$ cat src/hw/rtl/jkv_pkg.sv
// Shared constants, codes and helpers for the JSON key/value extractor.
`timescale 1ns / 1ps

package jkv_pkg;

    localparam int KEY_MAX_CHARS_DEF = 16;
    // key storage never exceeds two 64-bit register words
    localparam int KEY_HW_CHARS      = 16;
    localparam int CHAR_W            = 8;
    localparam int CFG_DATA_W        = 64;
    localparam int CFG_INDEX_W       = 2;
    localparam int KEY_LEN_W         = 5;

    localparam logic [CFG_INDEX_W-1:0] REG_KEY_LENGTH = 2'd0;
    localparam logic [CFG_INDEX_W-1:0] REG_KEY_LOW    = 2'd1;
    localparam logic [CFG_INDEX_W-1:0] REG_KEY_HIGH   = 2'd2;

    typedef enum logic [1:0] {
        KIND_CHAR      = 2'd0,
        KIND_END       = 2'd1,
        KIND_NOT_FOUND = 2'd2,
        KIND_NO_VALUE  = 2'd3
    } kind_t;

    localparam logic [CHAR_W-1:0] CH_UNDERSCORE = 8'h5F;
    localparam logic [CHAR_W-1:0] CH_DASH       = 8'h2D;
    localparam logic [CHAR_W-1:0] CH_LBRACE     = 8'h7B;
    localparam logic [CHAR_W-1:0] CH_COMMA      = 8'h2C;
    localparam logic [CHAR_W-1:0] CH_COLON      = 8'h3A;
    localparam logic [CHAR_W-1:0] CH_QUOTE      = 8'h22;
    localparam logic [CHAR_W-1:0] CH_RBRACE     = 8'h7D;

    function automatic logic is_word_char(input logic [CHAR_W-1:0] ch);
        return (ch >= 8'h30 && ch <= 8'h39) || (ch >= 8'h41 && ch <= 8'h5A) ||
               (ch >= 8'h61 && ch <= 8'h7A) || ch == CH_UNDERSCORE || ch == CH_DASH;
    endfunction

endpackage

$ cat src/hw/rtl/jkv_key_store.sv
// Key configuration registers: key length clamp and key character select.
`timescale 1ns / 1ps

module jkv_key_store
    import jkv_pkg::*;
#(
    parameter int KEY_MAX_CHARS = KEY_MAX_CHARS_DEF,
    localparam int KEY_CHARS = (KEY_MAX_CHARS < KEY_HW_CHARS) ? KEY_MAX_CHARS : KEY_HW_CHARS,
    localparam int IDX_W = (KEY_CHARS > 1) ? $clog2(KEY_CHARS) : 1,
    localparam int LEN_W = $clog2(KEY_CHARS + 1)
)
(
    input  logic                   clk,
    input  logic                   rst_n,
    input  logic                   cfg_write,
    input  logic [CFG_INDEX_W-1:0] cfg_index,
    input  logic [CFG_DATA_W-1:0]  cfg_data,
    input  logic [IDX_W-1:0]       sel,
    output logic [CHAR_W-1:0]      key_char,
    output logic [LEN_W-1:0]       key_len
);

    logic [KEY_LEN_W-1:0] key_length_reg;
    logic [CHAR_W-1:0]    key_reg [KEY_CHARS];

    always_ff @(posedge clk or negedge rst_n)
    begin
        if (!rst_n)
        begin
            key_length_reg <= '0;
        end
        else if (cfg_write && cfg_index == REG_KEY_LENGTH)
        begin
            key_length_reg <= cfg_data[KEY_LEN_W-1:0];
        end
    end

    for (genvar i = 0; i < KEY_CHARS; i++)
    begin : g_key
        if (i < 8)
        begin : g_low
            always_ff @(posedge clk or negedge rst_n)
            begin
                if (!rst_n)
                    key_reg[i] <= '0;
                else if (cfg_write && cfg_index == REG_KEY_LOW)
                    key_reg[i] <= cfg_data[CHAR_W*i +: CHAR_W];
            end
        end
        else
        begin : g_high
            always_ff @(posedge clk or negedge rst_n)
            begin
                if (!rst_n)
                    key_reg[i] <= '0;
                else if (cfg_write && cfg_index == REG_KEY_HIGH)
                    key_reg[i] <= cfg_data[CHAR_W*(i-8) +: CHAR_W];
            end
        end
    end

    // effective length is the configured length clamped to the stored chars
    assign key_len  = (key_length_reg > KEY_LEN_W'(KEY_CHARS)) ? LEN_W'(KEY_CHARS)
                                                              : key_length_reg[LEN_W-1:0];
    assign key_char = key_reg[sel];

endmodule

$ cat src/hw/rtl/json_key_value_extract_unit.sv
// JSON key/value extractor top level: character scan, state and result buffer.
//
//   channel | direction | handshake          | payload
//   --------+-----------+--------------------+----------------------------------
//   in      | input     | in_valid/in_ready  | text_char, end_of_text
//   out     | output    | out_valid/out_ready| value_char, kind, last
//   cfg     | input     | cfg_write          | cfg_index, cfg_data
//
// One request per cycle while in_ready is high; the scan step is one compare against one key char.
// A result is registered in the result register, or in the skid while that register is held.
// A two-entry output buffer (result register plus skid) keeps input flowing
// while a result waits; in_ready drops only when both entries are full.
// Reset clears scan state, key registers and both buffer entries.
`timescale 1ns / 1ps

module json_key_value_extract_unit
    import jkv_pkg::*;
#(
    parameter int KEY_MAX_CHARS = KEY_MAX_CHARS_DEF
)
(
    input  logic                   clk,
    input  logic                   rst_n,
    input  logic                   in_valid,
    output logic                   in_ready,
    input  logic [CHAR_W-1:0]      text_char,
    input  logic                   end_of_text,
    output logic                   out_valid,
    input  logic                   out_ready,
    output logic [CHAR_W-1:0]      value_char,
    output logic [1:0]             kind,
    output logic                   last,
    input  logic                   cfg_write,
    input  logic [CFG_INDEX_W-1:0] cfg_index,
    input  logic [CFG_DATA_W-1:0]  cfg_data
);

    localparam int KEY_CHARS = (KEY_MAX_CHARS < KEY_HW_CHARS) ? KEY_MAX_CHARS : KEY_HW_CHARS;
    localparam int IDX_W = (KEY_CHARS > 1) ? $clog2(KEY_CHARS) : 1;
    localparam int LEN_W = $clog2(KEY_CHARS + 1);

    typedef enum logic [2:0] {
        MODE_SEARCH,
        MODE_MATCH,
        MODE_SEEK,
        MODE_COPY,
        MODE_DONE
    } mode_t;

    typedef struct packed {
        logic [CHAR_W-1:0] ch;
        kind_t             kind;
        logic              last;
    } result_t;

    mode_t              mode_reg, mode_next;
    logic               ikp_reg, ikp_next;
    logic               prev_reg, prev_next;
    logic [IDX_W-1:0]   mi_reg, mi_next;

    result_t            out_reg, skid_reg, res;
    logic               out_valid_reg, skid_valid_reg;
    logic               has_res;

    logic [IDX_W-1:0]   key_sel;
    logic [CHAR_W-1:0]  key_char;
    logic [LEN_W-1:0]   key_len;
    logic               in_fire, push, pop;

    jkv_key_store #(
        .KEY_MAX_CHARS(KEY_MAX_CHARS)
    ) u_key_store (
        .clk      (clk),
        .rst_n    (rst_n),
        .cfg_write(cfg_write),
        .cfg_index(cfg_index),
        .cfg_data (cfg_data),
        .sel      (key_sel),
        .key_char (key_char),
        .key_len  (key_len)
    );

    assign key_sel = (mode_reg == MODE_MATCH) ? mi_reg : '0;

    always_comb
    begin
        logic             w;
        logic             ikp_now;
        logic             seek_go;
        logic [LEN_W-1:0] mi_inc;

        w       = is_word_char(text_char);
        ikp_now = ikp_reg || text_char == CH_LBRACE || text_char == CH_COMMA;
        seek_go = 1'b0;
        mi_inc  = LEN_W'(mi_reg) + LEN_W'(1);

        mode_next = mode_reg;
        ikp_next  = ikp_reg;
        prev_next = prev_reg;
        mi_next   = mi_reg;
        has_res   = 1'b0;
        res.ch    = '0;
        res.kind  = KIND_CHAR;
        res.last  = 1'b0;

        if (end_of_text)
        begin
            unique case (mode_reg)
                MODE_SEARCH, MODE_MATCH:
                begin
                    has_res  = 1'b1;
                    res.kind = KIND_NOT_FOUND;
                    res.last = 1'b1;
                end
                MODE_SEEK:
                begin
                    has_res  = 1'b1;
                    res.kind = KIND_NO_VALUE;
                    res.last = 1'b1;
                end
                MODE_COPY:
                begin
                    has_res  = 1'b1;
                    res.kind = KIND_END;
                    res.last = 1'b1;
                end
                default: ;
            endcase
            mode_next = MODE_SEARCH;
            ikp_next  = 1'b0;
            prev_next = 1'b0;
            mi_next   = '0;
        end
        else
        begin
            unique case (mode_reg)
                MODE_COPY:
                begin
                    has_res = 1'b1;
                    if (text_char == CH_QUOTE || text_char == CH_COMMA ||
                        text_char == CH_RBRACE)
                    begin
                        mode_next = MODE_DONE;
                        res.kind  = KIND_END;
                        res.last  = 1'b1;
                    end
                    else
                    begin
                        res.ch = text_char;
                    end
                end
                MODE_MATCH:
                begin
                    if (w && text_char == key_char)
                    begin
                        if (mi_inc >= key_len)
                        begin
                            mode_next = MODE_SEEK;
                            mi_next   = '0;
                        end
                        else
                        begin
                            mi_next = mi_inc[IDX_W-1:0];
                        end
                    end
                    else
                    begin
                        mode_next = MODE_SEARCH;
                        mi_next   = '0;
                    end
                    prev_next = w;
                end
                MODE_SEARCH:
                begin
                    ikp_next  = ikp_now;
                    prev_next = w;
                    if (ikp_now)
                    begin
                        priority if (key_len == '0)
                        begin
                            // empty key: value search starts on this same char
                            mode_next = MODE_SEEK;
                            seek_go   = 1'b1;
                        end
                        else if (w && !prev_reg)
                        begin
                            prev_next = 1'b1;
                            if (text_char == key_char)
                            begin
                                if (key_len == LEN_W'(1))
                                begin
                                    mode_next = MODE_SEEK;
                                end
                                else
                                begin
                                    mode_next = MODE_MATCH;
                                    mi_next   = IDX_W'(1);
                                end
                            end
                        end
                        else if (text_char == CH_COLON)
                        begin
                            ikp_next = 1'b0;
                        end
                    end
                end
                MODE_SEEK:
                begin
                    seek_go = 1'b1;
                end
                default: ;
            endcase

            if (seek_go)
            begin
                if (w && !prev_reg)
                begin
                    mode_next = MODE_COPY;
                    prev_next = 1'b1;
                    has_res   = 1'b1;
                    res.ch    = text_char;
                end
                else
                begin
                    prev_next = w;
                end
            end
        end
    end

    assign in_ready = !skid_valid_reg;
    assign in_fire  = in_valid && in_ready;
    assign push     = in_fire && has_res;
    assign pop      = out_valid_reg && out_ready;

    always_ff @(posedge clk or negedge rst_n)
    begin
        if (!rst_n)
        begin
            mode_reg <= MODE_SEARCH;
            ikp_reg  <= 1'b0;
            prev_reg <= 1'b0;
            mi_reg   <= '0;
        end
        else if (in_fire)
        begin
            mode_reg <= mode_next;
            ikp_reg  <= ikp_next;
            prev_reg <= prev_next;
            mi_reg   <= mi_next;
        end
    end

    always_ff @(posedge clk or negedge rst_n)
    begin
        if (!rst_n)
        begin
            out_valid_reg  <= 1'b0;
            skid_valid_reg <= 1'b0;
        end
        else if (skid_valid_reg)
        begin
            if (pop)
            begin
                out_valid_reg  <= 1'b1;
                skid_valid_reg <= 1'b0;
            end
        end
        else if (push)
        begin
            if (out_valid_reg && !pop)
                skid_valid_reg <= 1'b1;
            else
                out_valid_reg <= 1'b1;
        end
        else if (pop)
        begin
            out_valid_reg <= 1'b0;
        end
    end

    always_ff @(posedge clk)
    begin
        if (skid_valid_reg)
        begin
            if (pop)
                out_reg <= skid_reg;
        end
        else if (push)
        begin
            if (out_valid_reg && !pop)
                skid_reg <= res;
            else
                out_reg <= res;
        end
    end

    assign out_valid  = out_valid_reg;
    assign value_char = out_reg.ch;
    assign kind       = out_reg.kind;
    assign last       = out_reg.last;

endmodule
$ cat config.mk
export PLATFORM = sky130hd
export DESIGN_NAME = json_key_value_extract_unit
export DESIGN_NICKNAME = d
export VERILOG_FILES = /design/src/hw/rtl/jkv_pkg.sv /design/src/hw/rtl/jkv_key_store.sv /design/src/hw/rtl/json_key_value_extract_unit.sv
export SDC_FILE = /design/constraint.sdc
export NUM_CORES = 1
export LEC_CHECK = 0
export ABC_AREA = 1
export BUFFER_PORTS_ARGS = -buffer_cell sky130_fd_sc_hd__buf_2
export CORE_MARGIN = 2
export CORE_UTILIZATION = 45
export DETAILED_ROUTE_END_ITERATION = 10
export SLEW_MARGIN = 30
export SYNTH_ARGS = -nofsm -noshare
export SYNTH_HDL_FRONTEND = slang
export SYNTH_HIERARCHICAL = 1
export SYNTH_SLANG_ARGS = --single-unit
$ cat constraint.sdc
create_clock -name clk -period 2.94 [get_ports clk]
set_input_delay 0.147 -clock clk [delete_from_list [all_inputs] [get_ports clk]]
set_output_delay 0.147 -clock clk [all_outputs]
set_load 0.01 [all_outputs]
Word-level counts from Yosys, hierarchy flattened --
Index checks and enable logic that the tools add are counted. Widths: inputs -> output; s select.
Word-level totals: logic and storage cells 170, output and inout port bits 13, bits of input ports 80, register bits after elaboration 166
Cells by class: magnitude comparators 9, bitwise gates (word level) 2, reduce and logical (&&, ||, !) cells 39, add/subtract/negate cells 1, multiplexer cells 68, equal/unequal tests 22
Operators by type and width (count):
- $mux 11 | 5
- $mux 8 | 6
- $mux 4 | 9
- $mux 3 | 11
- $bmux 8 s4 | 1
- $eq 8x6->1 const B | 4
- $mux 1 | 28
- $eq 8x7->1 const B | 3
- $ne 3x3->1 const B | 6
- $pmux 3 s3 | 2
- $ge 8x7->1 const B | 2
- $le 8x7->1 const B | 2
- $logic_and 1x1->1 | 12
- $reduce_and 3->1 | 3
- $eq 8x8->1 | 1
- $ge 8x6->1 const B | 1
- $le 8x6->1 const B | 1
- $logic_or 1x1->1 | 8
- $pmux 4 s2 | 1
- $reduce_and 7->1 | 1
- $eq 3x2->1 const B | 2
- $reduce_bool 2->1 | 3
- $add 4x1->5 const B | 1
- $eq 5x1->1 const B | 1
- other kinds (22) | 27

Depth between registers and ports, before layout --
depth in word-level cells 15, gate-level depth with buffers 26

Modules after synthesis --
Netlist, hierarchy kept.
Modules (own cells, without submodules):
- jkv_key_store | sequential area each 3328.2 um^2, times used 1, cells an instance 896, area each 6616.3 um^2
- json_key_value_extract_unit | sequential area each 935.9 um^2, times used 1, cells an instance 294, area each 2209.6 um^2

Least setup slack after synthesis --
No wires, ideal clock.
path kind reg-to-reg, start point register mode_reg[1], end point register mi_reg[1], data required time 2.863 ns, slack 0.266 ns, setup time 0.077 ns, cell stages (with the launch flop) 24, arrival time 2.596 ns, path through dfrtp_1 > nor3_1 > inv_1 > nor2_1 > buf_6 > buf_6 > nand2_1 > nand2_1 > nand2_1 > nand3_1 > nand3_1 > nand2_1 > inv_1 > nand2_1 > nand2_1 > nor2_1 > nand2_1 > nor2_4 > nand3_2 > clkinv_1 > nand3_2 > a21oi_4 > nor2_1 > a21oi_1
Between the ends: word-level cells in the longest chain between the ends 11, elaborated cells on any way between the ends 19, those cells by class 7 x eq/ne; 7 x mux; 1 x bitwise; 4 x reduce/logical
Ends and longest elaborated chain:
- from (decl) | line json_key_value_extract_unit.sv:56 | mode_t mode_reg, mode_next;
- from (signal assigned) | line json_key_value_extract_unit.sv:247 | mode_reg <= mode_next;
- $eq 3x1->1 * | line json_key_value_extract_unit.sv:83 | assign key_sel = (mode_reg == MODE_MATCH) ? mi_reg : '0;
- $mux 4 * | line json_key_value_extract_unit.sv:83
- via key_sel[0] | line json_key_value_extract_unit.sv:65 | logic [IDX_W-1:0] key_sel;
- $not 4->5 (implied by the code) * | line jkv_key_store.sv:65 | assign key_char = key_reg[sel];
- $bmux 8 s4 * | line jkv_key_store.sv:65
- $mux 8 (implied by the code) * (2 in series) | line jkv_key_store.sv:65
- via key_char[2] | line json_key_value_extract_unit.sv:66 | logic [CHAR_W-1:0] key_char;
- $eq 8x8->1 * | line json_key_value_extract_unit.sv:154, json_key_value_extract_unit.sv:188
- $logic_and 1x1->1 | line json_key_value_extract_unit.sv:154 | if (w && text_char == key_char)
- $mux 4 | line json_key_value_extract_unit.sv:154
- $pmux 4 s2 | line json_key_value_extract_unit.sv:136 | unique case (mode_reg)
- $mux 4 | line json_key_value_extract_unit.sv:106 | if (end_of_text)
- to (signal assigned) | line json_key_value_extract_unit.sv:250 | mi_reg <= mi_next;
- to (decl) | line json_key_value_extract_unit.sv:59 | logic [IDX_W-1:0] mi_reg, mi_next;
The timed path passes the listed nets; every way through them passes the cells marked *. The select of a mux whose other input is x is not followed. A chain may end at the register's enable or synchronous reset.

Worst setup path after layout --
start point register mode_reg[1], end point register mi_reg[2]
Same word-level chain as after synthesis.

==> summary.txt <==
Status
  • Run status: complete, but fails checks
  • Failing checks: negative setup slack

Route
  • Avg WL per Cell: approximately 14 um
  • DRC: 0
  • Routed via count: between 7000 and 8000
  • Routed wire length: roughly 23000 um
  • Via density per instance: 4.79
  • Post-route ant nets: 0
  • 1st-pass router iterations: 6
  • DR iter-0 viols: about 600

Finish
  • Fin nets: 1419
  • Number of antenna diodes: 0
  • Syn-to-layout area delta: 24.4%
  • Max reg flops: about 130
  • Non-filler instance count after layout: 1611
  • Share of cells above drive strength 1: ~17%

Min path
  • Worst Hold Depth: 3
  • Hold path start: cfg_data[5]
  • Hold endpoint: u_key_store/key_reg[125]
  • Hold Crit Class: input port to flip-flop

STA
  • Max-slew headroom: approximately half
  • Worst clock skew: 8.30 ps
  • Final Slew Violations: 0
  • Final WS setup: -10.5 ps
  • # setup viols final: 1
  • Hold Slack: 5.51 ps
  • Part of the cycle the worst path needs: 100%
  • RSZ-0062 raised after global routing: true
  • TNS Setup: -10.5 ps
  • Final Hold Viols: 0
  • Minimum clock period after layout: about 3000 ps
  • Max frequency: 339 MHz
  • Worst-margin pin slew: about 770 ps

Place
  • Port Buffer Count: 92
  • DPL Wire Length: about 16000 um
  • Post-Place Worst Slack: -145 ps
  • Inst Count DP: 1522
  • Final estimated routing congestion in global placement: about 0.92

Worst setup path
  • Critical path fanouts, max: 8
  • Worst setup EP type: flip-flop
  • R2r startpoint: mode_reg[1]
  • Crit-path max cell delay: just under 400 ps
  • Worst path buffer plus inverter count: 6
  • Slowest CP cell: dfrtp_1
  • WP data required: ~3300 ps
  • R2R Setup Slk: -10 ps
  • Worst reg2reg path depth: 22
  • Critical path type: flip-flop to flip-flop
  • Critical Path AT: 3300 ps
  • Startpoint types: flip-flop
  • Delay-heaviest family, CP: simple AND/OR/NAND/NOR gates
  • CP Cell Sequence: nor3_2 > inv_2 > nor2_4 > inv_4 > buf_12 > buf_8 > buf_4 > nand2_1 > nand3_1 > nand3_1 > nand3_1 > nand2_1 > xor2_1 > nor2_1 > nand2_1 > nor2_4 > nand3_2 > clkinv_1 > nand3_2 > a21oi_4 > nor2_1 > a21oi_1
  • RR Endpoint: mi_reg[2]

Synth
  • Synth area leaders: dfrtp_1, nand2_1, inv_1
  • Number of flops mapped to enable cells by yosys: 22
  • Synth Register Bits: about 170
  • Dominant synthesized flop cell: dfrtp_1
  • Most frequent cell after synthesis: nand2_1
  • Synth cell count leaders: nand2_1, inv_1, dfrtp_1, nand3_1, o21ai_0
  • Asr flop ratio synth: 86.7%
  • Share of the synthesized area in the top cell type: roughly 40%
  • Leading area contributor after synthesis: dfrtp_1
  • Post-synth cell types: 38
  • Seq/Total Area, Yosys: 48.3%
  • Mean Syn Cell Area: 7.42 sq um
  • Syn Std Cell Area: slightly below 0.009 sq mm
  • YS warnings: 6
  • Post-Syn Nets: 1276
  • Post-Synthesis Cells: around 1200

Pwr
  • Switch Pwr: between 2 and 2.5 mW
  • Int Pwr: 4.67 mW
  • Sequential share of power: 44.2%
  • Pleak: about 5.7 nW
  • Final Power: roughly 6.7 mW
  • Clock power frac: 34.4%
  • Combinational Power Share: a little over a fifth
  • Pwr/cell area: between 600 and 700 mW/mm^2
  • Switching share of power: 30.4%
  • Peak VDD IR: 0.381 mV

Clock network
  • CTS Buffer Depth: 2
  • H-Tree Depth: 4
  • CTS root buffer: clkbuf_16
  • Clock latency on the worst-skew pair: about 430 ps
  • CTS tree: built
  • Clock-pin transition on the worst setup and hold timing paths: ~70 ps
  • Sink Count: between 150 and 200
  • CTS buffer count: 17

GRT
  • Number of global-route vias before repair: 7348
  • First-pass GRT wire length: ~36000 um
  • Largest net degree at the start of global routing: 85
  • Antenna violations before repair: 0
  • Total global routing overflow: 0
  • Global Route Usage Sum: around 22%

Floorplanning
  • Die Ht: roughly 140 um
  • Width of the die: around 140 um
  • Rows: 51
  • Initial Util: a little under half
  • Core area: ~0.019 sq mm
  • I/O Pins: between 90 and 100
  • Die area: about 0.021 sq mm

Job
  • Max-cap violations: 0
[through the flow]
step                utilization (%)  instance area [sq um]
finish                         56.8                  11000
global route                   56.8                  11000
CTS                            55.4                  10700
detailed placement             49.8                   9640
global placement               49.8                   9640
floorplan                         -                   8830
[power by group through the flow]
stage | sequential [mW] | clock [mW] | combinational [mW]
after floorplan | 2.96 | 0 | 0.944
after global placement | 2.99 | 0 | 1.34
after detailed placement | 3.00 | 0 | 1.37
after CTS | 2.96 | 2.35 | 1.42
after global routing | 3.01 | 2.45 | 1.66
final | 2.96 | 2.30 | 1.44
[cells by family after synthesis]
family	synth area share, %
simple gates	27.7
buf+inv	13.1
flops	48.3
compound gates	9.63
fa+ha+maj	0.851
xor+xnor	0.397
[worst max-delay path by stage]
stage | slack (ps) | cells after the start | startpoint | end
floorplan | 270 | 23 | mode_reg[1] | mi_reg[1]
global placement | -60 | 21 | mode_reg[1] | mi_reg[3]
detailed placement | -150 | 21 | mode_reg[1] | mi_reg[2]
CTS | 10 | 21 | mode_reg[1] | mi_reg[2]
global route | -250 | 23 | mode_reg[1] | mi_reg[2]
finish | -10 | 22 | mode_reg[1] | mi_reg[2]
[per-layer routing]
metal | GRT usage, % | wire (um)
met4 | 5.83 | 261
met5 | 0 | 0
met1 | 29.7 | 10700
met2 | 38.0 | 10800
met3 | 3.81 | 908
[cells in the final DEF (no fill, tap or decap), types with 6 or more instances in the layout]
master / instances
clkbuf_16: 20
nand4_1: 7
nor3_2: 8
o21ai_0: 81
nor2_1: 35
edfxtp_1: 22
ha_1: 6
o21ai_1: 59
nand2_1: 389
buf_12: 8
buf_4: 28
buf_2: 91
dfrtp_1: 144
nand2_2: 16
dlygate4sd3_1: 46
inv_1: 206
nand3_1: 96
nand3_2: 15
a21oi_1: 7
inv_2: 9
[worst min-delay path, cell delays in order]
cell and delay [ps]:
buf_2 110, inv_1 70, o21ai_1 70
[layout make-up]
| class | instances | area [sq um] |
|---|---|---|
| Tap cell | 265 | 332 |
| Multi-Input combinational cell | 751 | 3540 |
| Clock buffer | 22 | 494 |
| Inverter | 217 | 817 |
| Timing Repair Buffer | 180 | 1410 |
| Clock inverter | 10 | 119 |
| Fill cell | 1839 | 8360 |
| Sequential cell | 166 | 4260 |
[timing repair]
item | CTS | global route
setup buffers | 0 | 8
gates cloned | 0 | 3
hold buffers | 44 | 2
endpoints found under the hold margin | 155 | 2
gates resized for setup | 4 | 36
pin swaps | 0 | 23
setup endpoints to repair | 6 | 6
Note: power is estimated with default switching activity, not from simulation.
